==> src/rtl/core/svcc_pkg.sv <==
// Shared types and constants for the solenoid valve command controller.
// No dependencies.
package svcc_pkg;

	localparam int PORTS_DEF  = 8;
	localparam int VALVE_W    = 8;
	localparam int PORT_NUM_W = 3;
	localparam int MODE_W     = 3;

	localparam logic [VALVE_W-1:0] VALVE_RESET = 8'h00;

	typedef enum logic [MODE_W-1:0] {
		MODE_WRITE_BYTE = 3'd0,
		MODE_WRITE_BIT  = 3'd1,
		MODE_INVERT_ALL = 3'd2,
		MODE_INVERT_BIT = 3'd3,
		MODE_PRESS      = 3'd4,
		MODE_TIMED      = 3'd5,
		MODE_DOUBLE     = 3'd6
	} mode_t;

endpackage

==> src/rtl/core/solenoid_valve_command_controller_unit.sv <==
// Solenoid valve command controller, top level.
// Depends on svcc_pkg.
//
// Path: stage 1 registers the accepted command, then the output slot its result.
// Throughput: one command per cycle while the output drains; the input register and
// valve state update form one read-modify-write of the valve byte and armed flags.
// Reset (arst_n low, async): valve byte 0x00, every port armed, pipeline empty.
module solenoid_valve_command_controller_unit #(
	parameter int PORTS = svcc_pkg::PORTS_DEF
) (
	input  logic                            clk,
	input  logic                            arst_n,
	input  logic                            in_valid,
	output logic                            in_ready,
	input  logic [svcc_pkg::MODE_W-1:0]     mode,
	input  logic [svcc_pkg::PORT_NUM_W-1:0] port_a,
	input  logic [svcc_pkg::PORT_NUM_W-1:0] port_b,
	input  logic                            level,
	input  logic [svcc_pkg::VALVE_W-1:0]    value,
	input  logic                            timer_done,
	output logic                            out_valid,
	input  logic                            out_ready,
	output logic [svcc_pkg::VALVE_W-1:0]    valve_bits,
	output logic                            timer_flag_out
);
	import svcc_pkg::*;

	// Index width into the armed flags; port numbers are range checked first.
	localparam int IDX_W = (PORTS > 1) ? $clog2(PORTS) : 1;
	localparam logic [PORT_NUM_W:0] PORT_LIM = (PORT_NUM_W+1)'(PORTS);
	// Only the low PORTS bits of the valve byte ever carry a coil.
	localparam logic [VALVE_W-1:0] PORT_MASK = VALVE_W'((9'd1 << PORTS) - 9'd1);

	// Stage 1: registered command transaction.
	logic                  valid_s1;
	logic [MODE_W-1:0]     mode_s1;
	logic [PORT_NUM_W-1:0] port_a_s1;
	logic [PORT_NUM_W-1:0] port_b_s1;
	logic                  level_s1;
	logic [VALVE_W-1:0]    value_s1;
	logic                  timer_done_s1;

	// Block state. The valve byte doubles as the result byte: it only changes
	// when a new result is loaded into the output slot.
	logic [VALVE_W-1:0]    valve_q;
	logic [PORTS-1:0]      armed_q;
	logic                  out_valid_q;
	logic                  timer_out_q;

	logic                  advance;
	logic                  a_ok;
	logic                  b_ok;
	logic [IDX_W-1:0]      ia;
	logic [IDX_W-1:0]      ib;
	logic [VALVE_W-1:0]    valve_nxt;
	logic [PORTS-1:0]      armed_nxt;
	logic                  timer_nxt;

	// Stage 1 retires into the output slot when that slot is free or drained.
	assign advance  = valid_s1 && (!out_valid_q || out_ready);
	assign in_ready = !valid_s1 || advance;

	assign out_valid      = out_valid_q;
	assign valve_bits     = valve_q;
	assign timer_flag_out = timer_out_q;

	assign a_ok = {1'b0, port_a_s1} < PORT_LIM;
	assign b_ok = {1'b0, port_b_s1} < PORT_LIM;
	assign ia   = port_a_s1[IDX_W-1:0];
	assign ib   = port_b_s1[IDX_W-1:0];

	// Command decode. Blocking updates in model order so that equal coil ports
	// in double valve mode see each earlier update.
	always_comb begin
		valve_nxt = valve_q;
		armed_nxt = armed_q;
		timer_nxt = timer_done_s1;
		unique case (mode_s1) inside
			MODE_WRITE_BYTE: begin
				valve_nxt = value_s1 & PORT_MASK;
			end
			MODE_WRITE_BIT: begin
				if (a_ok) valve_nxt[port_a_s1] = level_s1;
			end
			MODE_INVERT_ALL: begin
				valve_nxt = ~valve_q & PORT_MASK;
			end
			MODE_INVERT_BIT: begin
				if (a_ok) valve_nxt[port_a_s1] = !valve_q[port_a_s1];
			end
			MODE_PRESS, MODE_TIMED: begin
				if (a_ok) begin
					if (level_s1) begin
						// Toggle on the press edge; timed mode also waits on the timer.
						if (armed_q[ia] && (mode_s1 == MODE_PRESS || timer_done_s1))
							valve_nxt[port_a_s1] = !valve_q[port_a_s1];
						armed_nxt[ia] = 1'b0;
					end else begin
						armed_nxt[ia] = 1'b1;
					end
				end
			end
			MODE_DOUBLE: begin
				if (a_ok && b_ok) begin
					if (level_s1) begin
						// Press: drop the active coil, restart dead time if the opposite coil was on.
						if (armed_nxt[ia]) begin
							if (armed_nxt[ib]) begin
								if (valve_nxt[port_b_s1]) timer_nxt = 1'b0;
								valve_nxt[port_a_s1] = 1'b0;
							end else begin
								if (valve_nxt[port_a_s1]) timer_nxt = 1'b0;
								valve_nxt[port_b_s1] = 1'b0;
							end
						end
					end else if (armed_nxt[ia]) begin
						// Release: once both coils are off and dead time is over,
						// energize the opposite coil and flip direction.
						if (!(valve_nxt[port_a_s1] || valve_nxt[port_b_s1] ||
							!timer_done_s1)) begin
							if (armed_nxt[ib]) valve_nxt[port_b_s1] = 1'b1;
							else               valve_nxt[port_a_s1] = 1'b1;
							armed_nxt[ia] = 1'b0;
							armed_nxt[ib] = !armed_nxt[ib];
						end
					end else begin
						armed_nxt[ia] = 1'b1;
					end
				end
			end
			default: begin
				// Undefined mode: state holds, timer_done passes through.
			end
		endcase
	end

	// Control and state registers.
	always_ff @(posedge clk or negedge arst_n) begin
		if (!arst_n) begin
			valid_s1    <= 1'b0;
			out_valid_q <= 1'b0;
			valve_q     <= VALVE_RESET;
			armed_q     <= '1;
		end else begin
			if (in_ready) valid_s1 <= in_valid;
			if (advance) begin
				out_valid_q <= 1'b1;
				valve_q     <= valve_nxt;
				armed_q     <= armed_nxt;
			end else if (out_ready) begin
				out_valid_q <= 1'b0;
			end
		end
	end

	// Payload registers.
	always_ff @(posedge clk) begin
		if (in_valid && in_ready) begin
			mode_s1       <= mode;
			port_a_s1     <= port_a;
			port_b_s1     <= port_b;
			level_s1      <= level;
			value_s1      <= value;
			timer_done_s1 <= timer_done;
		end
		if (advance) timer_out_q <= timer_nxt;
	end

	// Coil bits above the port count never turn on.
	a_unused_bits_zero: assert property (@(posedge clk) disable iff (!arst_n)
		(valve_q & ~PORT_MASK) == '0)
		else $error("valve bit above port count set");

	// A stalled stage-1 transaction is not lost.
	a_s1_hold: assert property (@(posedge clk) disable iff (!arst_n)
		valid_s1 && !advance |=> valid_s1)
		else $error("stage 1 transaction dropped");

	// Only double valve mode may clear the timer flag.
	a_timer_pass: assert property (@(posedge clk) disable iff (!arst_n)
		advance && mode_s1 != MODE_DOUBLE |=> timer_flag_out == $past(timer_done_s1))
		else $error("timer flag changed outside double valve mode");

	// Write byte loads the masked value.
	a_write_byte: assert property (@(posedge clk) disable iff (!arst_n)
		advance && mode_s1 == MODE_WRITE_BYTE |=> valve_q == ($past(value_s1) & PORT_MASK))
		else $error("write byte mismatch");

	// An empty output slot never blocks the input.
	a_ready_when_empty: assert property (@(posedge clk) disable iff (!arst_n)
		!out_valid_q |-> in_ready)
		else $error("input stalled with empty output");

endmodule
==> config.mk <==
export PLATFORM = sky130hd
export DESIGN_NAME = solenoid_valve_command_controller_unit
export DESIGN_NICKNAME = d
export VERILOG_FILES = /design/src/rtl/core/svcc_pkg.sv /design/src/rtl/core/solenoid_valve_command_controller_unit.sv
export SDC_FILE = /design/constraint.sdc
export NUM_CORES = 1
export LEC_CHECK = 0
export ABC_CLOCK_PERIOD_IN_PS = 6000
export BUFFER_PORTS_ARGS = -buffer_cell sky130_fd_sc_hd__buf_4
export CAP_MARGIN = 10
export CORE_ASPECT_RATIO = 0.75
export CORE_MARGIN = 2
export CORE_UTILIZATION = 37
export CTS_BUF_LIST = sky130_fd_sc_hd__clkbuf_8
export CTS_CLUSTER_SIZE = 8
export DETAILED_ROUTE_END_ITERATION = 7
export SETUP_SLACK_MARGIN = 0.3
export SKIP_CTS_REPAIR_TIMING = 1
export SYNTH_ARGS = -nofsm -noshare
export SYNTH_HDL_FRONTEND = slang
export SYNTH_SLANG_ARGS = --single-unit
==> constraint.sdc <==
create_clock -name clk -period 6 [get_ports clk]
set_clock_uncertainty 0.15 [all_clocks]
set_input_delay 0.6 -clock clk [delete_from_list [all_inputs] [get_ports clk]]
set_output_delay 0.6 -clock clk [all_outputs]
set_load 0.05 [all_outputs]
==> impl_metrics.env, run 1 <==
export IMPL_max_stage_delay_ns=0.89
export IMPL_place_gp_congestion=0.899
export IMPL_synth_seq_cells=38
export IMPL_root_buffer="clkbuf_8"
export IMPL_dp_cells=498
export IMPL_crit_required_ns=5.83
export IMPL_setup_violations=0
export IMPL_period_share=0.541
export IMPL_r2r_cells=4
export IMPL_drt_pass1_iter_count=5
export IMPL_grt_usage=0.218
export IMPL_final_cell_mix="nor2_1, buf_4, nand2_1"
export IMPL_postLayoutCellArea_um2=3650
export IMPL_timing_worst_slew_pin_value_ns=1.00
export IMPL_status="complete, no violations"
export IMPL_final_antenna_net_count=0
export IMPL_setup_tns_ns=0
export IMPL_syn_num_nets=415
export IMPL_num_rows=30
export IMPL_drive_gt1_frac=0.188
export IMPL_rrSetupSlack_ns=2.76
export IMPL_arrival_ns=3.08
export IMPL_start_kind="register"
export IMPL_grt_pass1_vias=2945
export IMPL_maxSlewHeadroom=0.333
export IMPL_initial_utilization=0.376
export IMPL_p_per_area_nw_per_um2=287
export IMPL_startpoint="mode_s1[2]"
export IMPL_syn_inst=392
export IMPL_cpLargestDelayFamily="simple AND/OR/NAND/NOR gates"
export IMPL_fillers=901
export IMPL_hold_class="primary input to async pin"
export IMPL_cts_tree="built"
export IMPL_ioPinCount=34
export IMPL_area_growth_pct=7.97
export IMPL_yosysWarnings=0
export IMPL_netlist_area_um2=3380
export IMPL_core_area_um2=8970
export IMPL_dr_first_iter_drc_count=293
export IMPL_grt_max_degree=29
export IMPL_via_per_inst=6.54
export IMPL_clock_path_buffers=2
export IMPL_max_clock_freq_mhz=308
export IMPL_num_vias=3307
export IMPL_ys_flop_type="edfxtp_1"
export IMPL_ir_drop_mv=0.0978
export IMPL_path_clk_slew_ns=0.08
export IMPL_drt_total_wl_um=10400
export IMPL_rsz0062_at_grt="false"
export IMPL_clock_latency_ns=0.31
export IMPL_cp_max_fo=26
export IMPL_hpwl_um=7060
export IMPL_clock_sinks=38
export IMPL_syn_avg_cell_area_um2=8.61
export IMPL_slew_viol_final=0
export IMPL_nNetsFinal=416
export IMPL_die_w_um=114
export IMPL_holdWs_ns=0.0224
export IMPL_cp_endpoint="timer_flag_out"
export IMPL_antenna_cells=0
export IMPL_maxCapViolations=0
export IMPL_fp_dieH_um=86.7
export IMPL_ys_seq_area_frac=0.314
export IMPL_antenna_found_initial=0
export IMPL_cts_max_level=2
export IMPL_cp_end_kind="register"
export IMPL_dpl_cell_area_um2=3560
export IMPL_synth_cell_type_count=71
export IMPL_stdcell_count=506
export IMPL_path_buf_inv=0
export IMPL_synthArstFlopShare=0.474
export IMPL_r2r_start="mode_s1[2]"
export IMPL_hold_viol_final=0
export IMPL_r2r_end="timer_flag_out"
export IMPL_synth_edf_count=20
export IMPL_drc=0
export IMPL_crit_cells=4
export IMPL_crit_chain="nor2b_1 > nand2_1 > nor2_1 > a31oi_1"
export IMPL_cts_buffers=5
export IMPL_portBuffers=33
export IMPL_fin_crit_ns=3.24
export IMPL_power_leakage_nw=1.35
export IMPL_timing_setup_critical_path_class="register to register"
export IMPL_grt_overflow=0
export IMPL_wl_per_cell_um=20.5
export IMPL_die_area_um2=9920
export IMPL_grt_pass1_wl_um=16600
export IMPL_slowest_stage="edfxtp_1"
==> Yosys cell counts, types with 5 or more instances <==
cell,number,area [um2]
nor3_1,19,95.1
mux2i_1,19,190
o31ai_1,9,67.6
nand3_1,11,55.1
a31oi_1,6,37.5
dfstp_2,8,210
buf_6,6,67.6
nand2_1,25,93.8
and3_1,10,62.6
o21ai_1,10,50.1
nor2_1,36,135
o221ai_1,7,61.3
dfrtp_1,10,250
edfxtp_1,20,601
clkbuf_1,22,82.6
a22o_1,6,52.6
buf_2,9,45.0
o31ai_2,5,62.6
nand2b_1,7,43.8
inv_1,8,30.0
o21ai_0,22,110
a21oi_1,19,95.1
a211oi_1,9,67.6
mux2_2,5,56.3
==> power breakdown <==
part           leakage (nW)  switching, W  internal [W]
registers             0.397      0.000114      0.000320
logic                 0.908      0.000254      0.000180
clock network        0.0468      0.000101     0.0000784
total                  1.35      0.000469      0.000578
==> cell type report <==
type / instances / area (um2) / area share
multi-input cells: 302 / 2060 / 0.564
clock inverters: 3 / 12.5 / 0.00343
flip-flops and latches: 38 / 1060 / 0.291
repair buffers: 36 / 270 / 0.0741
clock buffers: 5 / 68.8 / 0.0189
well taps: 112 / 140 / 0.0384
inverters: 10 / 37.5 / 0.0103
==> logic make-up (layout without fill, tap and decap cells) <==
| logic type | Yosys count | after routing | synth area share |
|---|---|---|---|
| compound gates | 138 | 138 | 0.304 |
| flops | 38 | 38 | 0.314 |
| buf+inv | 52 | 54 | 0.0771 |
| simple gates | 136 | 136 | 0.211 |
| mux | 28 | 28 | 0.0941 |
==> worst min path at each step <==
stage / to / slack [ns] / cells after the start
2_1_floorplan: out_valid / 0.15 / 0
3_3_place_gp: out_valid / 0.32 / 1
3_5_place_dp: out_valid / 0.33 / 1
4_1_cts: valid_s1 / 0.03 / 1
5_1_grt: valve_bits[1] / 0.04 / 1
6_report: valve_bits[0] / 0.02 / 1
==> metal layers <==
| layer | GRT usage | wire [um] |
|---|---|---|
| met3 | 0.0448 | 994 |
| met5 | 0 | 0 |
| met4 | 0.0754 | 193 |
| met1 | 0.323 | 4730 |
| met2 | 0.312 | 4430 |
==> metrics by stage <==
step / utilization / total power [W] / worst slack (ns)
floorplan: - / 0.000739 / 3.52
global placement: 0.397 / 0.000858 / 2.83
detailed placement: 0.397 / 0.000862 / 2.79
CTS: 0.406 / 0.00104 / 2.79
global route: 0.406 / 0.00111 / 2.53
finish: 0.406 / 0.00105 / 2.76
(Power assumes the default switching activity.)
==> inputs of run 2 (changes only) <==
--- a/config.mk
+++ b/config.mk
@@ -5,7 +5,7 @@
 export SDC_FILE = /design/constraint.sdc
 export NUM_CORES = 1
 export LEC_CHECK = 0
-export ABC_CLOCK_PERIOD_IN_PS = 6000
+export ABC_CLOCK_PERIOD_IN_PS = 2700
 export BUFFER_PORTS_ARGS = -buffer_cell sky130_fd_sc_hd__buf_4
 export CAP_MARGIN = 10
 export CORE_ASPECT_RATIO = 0.75
==> constraint.sdc (replaced) <==
create_clock -name clk -period 2.7 [get_ports clk]
set_clock_uncertainty 0.15 [all_clocks]
set_input_delay 0.27 -clock clk [delete_from_list [all_inputs] [get_ports clk]]
set_output_delay 0.27 -clock clk [all_outputs]
set_load 0.05 [all_outputs]
==> run 2 against run 1 <==
  * Register-to-register slack worse by 2.5 ns
  * Fmax is 30% higher
  * Setup slack got worse by 2.5 ns
  * Critical path depth is 3 higher
  * Non-clock buffer count rose by 80
  * Combinational power grew to 2.9 times the previous value
  * Flip-flop and latch count unchanged
  * Critical path type unchanged
==> impl_metrics.env, run 2 (synthesis results as in run 1) <==
export IMPL_holdPathEnd="valid_s1"
export IMPL_portBuffers=33
export IMPL_area_growth_pct=35.2
export IMPL_clock_latency_ns=0.31
export IMPL_dp_cells=537
export IMPL_slowest_stage="edfxtp_1"
export IMPL_wl_met1_um=5640
export IMPL_initial_utilization=0.376
export IMPL_final_antenna_net_count=0
export IMPL_crit_top_cell="mux2_4"
export IMPL_fillers=841
export IMPL_p_per_area_nw_per_um2=554
export IMPL_grt_overflow=0
export IMPL_ioPinCount=34
export IMPL_arrival_ns=2.57
export IMPL_die_area_um2=9920
export IMPL_stdcell_count=587
export IMPL_fp_dieH_um=86.7
export IMPL_place_gp_congestion=0.953
export IMPL_drt_pass1_iter_count=5
export IMPL_drc=0
export IMPL_cpLargestDelayFamily="compound AO/OA/AOI/OAI gates"
export IMPL_period_share=0.922
export IMPL_grt_max_degree=27
export IMPL_cp_end_kind="register"
export IMPL_hpwl_um=7950
export IMPL_cts_tree="built"
export IMPL_slew_viol_final=0
export IMPL_dr_first_iter_drc_count=360
export IMPL_final_cell_mix="buf_4, nor2_1, nand2_1"
export IMPL_cts_buffers=5
export IMPL_core_area_um2=8970
export IMPL_via_per_inst=6.20
export IMPL_wl_met3_um=914
export IMPL_max_stage_delay_ns=0.44
export IMPL_maxSlewHeadroom=0.573
export IMPL_rrSetupSlack_ns=0.21
export IMPL_path_buf_inv=1
export IMPL_setup_violations=0
export IMPL_r2r_cells=7
export IMPL_grt_pass1_vias=3137
export IMPL_die_w_um=114
export IMPL_max_clock_freq_mhz=402
export IMPL_crit_required_ns=2.78
export IMPL_r2r_start="ia[2]"
export IMPL_met2WireLength_um=5210
export IMPL_drt_total_wl_um=11900
export IMPL_root_buffer="clkbuf_8"
export IMPL_setup_tns_ns=0
export IMPL_hold_viol_final=0
export IMPL_clock_path_buffers=2
export IMPL_start_kind="register"
export IMPL_highest_layer="met4"
export IMPL_hold_class="primary input to register"
export IMPL_final_common_cell="buf_4"
export IMPL_num_rows=30
export IMPL_timing_setup_critical_path_class="register to register"
export IMPL_holdCritStartpoint="in_valid"
export IMPL_timing_worst_slew_pin_value_ns=0.639
export IMPL_fin_crit_ns=2.49
export IMPL_rsz0062_at_grt="true"
export IMPL_maxCapViolations=0
export IMPL_clock_sinks=38
export IMPL_cp_max_fo=5
export IMPL_ir_drop_mv=0.224
export IMPL_wl_per_cell_um=20.2
export IMPL_nNetsFinal=497
export IMPL_num_vias=3642
export IMPL_hold_path_depth=2
export IMPL_path_clk_slew_ns=0.07
export IMPL_antenna_cells=0
export IMPL_drive_gt1_frac=0.345
export IMPL_power_leakage_nw=1.79
export IMPL_grt_pass1_wl_um=17000
export IMPL_grt_usage=0.223
export IMPL_status="complete, no violations"
export IMPL_antenna_found_initial=0
export IMPL_crit_chain="buf_6 > mux2_4 > a221oi_4 > o32ai_4 > a311o_2 > a21oi_2 > mux2_4"
export IMPL_cts_max_level=2
run 2: changes by cell type in the layout (fill, tap and decap cells not counted), moves of 4 or more:
cell	before	now
dfrtp_1	10	4
buf_4	36	87
dfrtp_2	0	6
buf_6	0	5
dlygate4sd3_1	0	20
o21ai_1	10	6
run 2: metrics by stage:
stage	total power [W]	instance area, um2	setup WS [ns]	util	hold WS [ns]
after CTS	0.00237	3960	0.174	0.441	-0.308
final	0.00253	4560	0.211	0.509	0.0131
after global placement	0.00198	3880	0.191	0.432	0.0204
after floorplan	0.00165	3380	0.336	-	-0.176
after detailed placement	0.00198	3880	0.195	0.432	0.0228
after global routing	0.00266	4560	0.137	0.509	0.0165
run 2: worst max path at each step:
stage / start / to / slack (ns) / cells after the start
final: ia[2] / register / 0.21 / 7
after global routing: ia[2] / register / 0.14 / 7
after CTS: ib[1] / valve_bits[5] / 0.17 / 8
after detailed placement: ib[1] / valve_bits[5] / 0.19 / 8
after global placement: ib[1] / valve_bits[5] / 0.19 / 8
after floorplan: valve_bits[5] / valve_bits[5] / 0.34 / 9
run 2: metal layers:
metal,up-vias,GRT usage
met5,-,0
met1,1786,0.341
met3,12,0.0462
met4,0,0.0621
li1,1680,-
met2,164,0.314
run 2: worst reg2reg max path, cell delays in order (launching register included):
cell	delay [ns]
edfxtp_1	0.44
buf_6	0.16
mux2_4	0.31
a221oi_4	0.33
o32ai_4	0.15
a311o_2	0.42
a21oi_2	0.15
mux2_4	0.30
run 2: power by group:
part / switching (W) / total, W / internal, W
Combinational: 0.000692 / 0.00124 / 0.000546
Clock: 0.000216 / 0.000389 / 0.000173
Sequential: 0.000184 / 0.000902 / 0.000718
run 2: final cells by class:
type | instances | area (um2) | area share
inverter | 10 | 37.5 | 0.00822
multi-input combinational | 303 | 2250 | 0.493
tap | 112 | 140 | 0.0307
clock buffer | 5 | 68.8 | 0.0151
clock inverter | 3 | 11.3 | 0.00247
timing repair buffer | 116 | 990 | 0.217
sequential | 38 | 1070 | 0.234
==> inputs of run 3 (changes only) <==
--- a/config.mk
+++ b/config.mk
@@ -14,6 +14,7 @@
 export CTS_BUF_LIST = sky130_fd_sc_hd__clkbuf_8
 export CTS_CLUSTER_SIZE = 8
 export DETAILED_ROUTE_END_ITERATION = 7
+export PLACE_DENSITY = 0.54
 export SETUP_SLACK_MARGIN = 0.3
 export SKIP_CTS_REPAIR_TIMING = 1
 export SYNTH_ARGS = -nofsm -noshare
==> run 3 against run 2 <==
  * The run now ends with negative hold slack left
  * Clock-buffer cell count is the same
  * Sequential power grew 0.9%
  * Design area shrank 1.7%
  * Largest power group unchanged
  * Cell count shrank 0.85%
  * First-iteration DRC count grew 0.83%
  * Wire length shrank 3.6%
==> impl_metrics.env, run 3 (synthesis results as in run 1) <==
export IMPL_period_share=0.947
export IMPL_postLayoutCellArea_um2=4490
export IMPL_num_rows=30
export IMPL_cpLargestDelayFamily="compound AO/OA/AOI/OAI gates"
export IMPL_dpl_cell_area_um2=3820
export IMPL_fin_crit_ns=2.56
export IMPL_fp_dieH_um=86.7
export IMPL_holdCritStartpoint="in_valid"
export IMPL_die_w_um=114
export IMPL_core_area_um2=8970
export IMPL_start_kind="register"
export IMPL_hold_class="primary input to register"
export IMPL_violations="negative hold slack"
export IMPL_r2r_start="ia[2]"
export IMPL_maxSlewHeadroom=0.479
export IMPL_max_stage_delay_ns=0.54
export IMPL_setup_violations=0
export IMPL_initial_utilization=0.376
export IMPL_grt_overflow=0
export IMPL_crit_required_ns=2.79
export IMPL_p_per_area_nw_per_um2=605
export IMPL_hold_viol_final=1
export IMPL_die_area_um2=9920
export IMPL_antenna_found_initial=0
export IMPL_cp_max_fo=7
export IMPL_slowest_stage="edfxtp_1"
export IMPL_hpwl_um=7940
export IMPL_power_leakage_nw=1.75
export IMPL_rsz0062_at_grt="true"
export IMPL_grt_pass1_vias=3160
export IMPL_total_power_w=0.00272
export IMPL_final_util=0.500
export IMPL_cts_max_level=2
export IMPL_antenna_cells=0
export IMPL_status="complete, but fails checks"
export IMPL_crit_chain="mux2_4 > a221oi_4 > o32ai_4 > a311o_2 > a21oi_2 > mux2_4"
export IMPL_root_buffer="clkbuf_8"
export IMPL_nNetsFinal=492
export IMPL_cp_end_kind="register"
export IMPL_cts_tree="built"
export IMPL_wl_per_cell_um=19.7
export IMPL_clock_latency_ns=0.31
export IMPL_final_cell_mix="buf_4, nor2_1, nand2_1"
export IMPL_drc=0
export IMPL_arrival_ns=2.65
export IMPL_path_clk_slew_ns=0.09
export IMPL_drt_pass1_iter_count=5
export IMPL_via_per_inst=6.13
export IMPL_portBuffers=33
export IMPL_num_vias=3567
export IMPL_timing_setup_critical_path_class="register to register"
export IMPL_timing_worst_slew_pin_value_ns=0.779
export IMPL_setup_tns_ns=0
export IMPL_grt_max_degree=22
export IMPL_cts_buffers=5
export IMPL_crit_cells=6
export IMPL_grt_pass1_wl_um=17200
export IMPL_dr_first_iter_drc_count=363
export IMPL_holdWs_ns=-0.000150
export IMPL_hold_path_depth=2
export IMPL_final_antenna_net_count=0
export IMPL_place_gp_congestion=0.904
export IMPL_area_growth_pct=32.8
export IMPL_clock_sinks=38
export IMPL_ir_drop_mv=0.239
export IMPL_clock_path_buffers=2
export IMPL_startpoint="ia[2]"
export IMPL_path_buf_inv=0
export IMPL_slew_viol_final=0
export IMPL_ioPinCount=34
export IMPL_r2r_cells=6
export IMPL_final_common_cell="buf_4"
export IMPL_max_clock_freq_mhz=391
export IMPL_maxCapViolations=0
export IMPL_drive_gt1_frac=0.332
export IMPL_grt_usage=0.227
export IMPL_drt_total_wl_um=11400
export IMPL_crit_top_cell="mux2_4"
run 3: through the flow:
step           std cells  setup slack (ns)
2_1_floorplan        392             0.336
3_3_place_gp         529             0.163
3_5_place_dp         529            0.0965
4_1_cts              537            0.0852
5_1_grt              582            0.0474
6_report             582             0.142
run 3: worst register-to-register path, cell delays in order (launching register included):
cell      delay [ns]
edfxtp_1        0.54
mux2_4          0.37
a221oi_4        0.32
o32ai_4         0.18
a311o_2         0.47
a21oi_2         0.15
mux2_4          0.31
run 3: final cells by class:
type | instances | area (um2)
clock buffer | 5 | 68.8
clock inverter | 3 | 68.8
fill | 859 | 4490
inverter | 10 | 37.5
multi-input combinational | 302 | 2180
sequential | 38 | 1070
tap | 112 | 140
timing repair buffer | 112 | 920
run 3: worst paths after layout:
path                            slack (ns)         to
worst min-delay path               -0.0002   valid_s1
worst max-delay path                  0.14   register
max in group asynchronous             1.89  async pin
worst max register to register        0.14   register
worst min register to register        0.34  out_valid
min in group asynchronous             0.23   valid_s1
run 3: routing by layer:
layer,track usage,vias to the layer above,share of wire
met3,0.0503,18,0.10
met1,0.327,1718,0.45
li1,-,1663,-
met2,0.340,168,0.43
met4,0.0643,0,0.015
met5,0,-,0
run 3: power by group:
group	internal [W]	total, W	switching [W]
sequential	0.000718	0.000910	0.000192
clock	0.000371	0.000607	0.000236
combinational	0.000521	0.00120	0.000678
total	0.00161	0.00272	0.00111
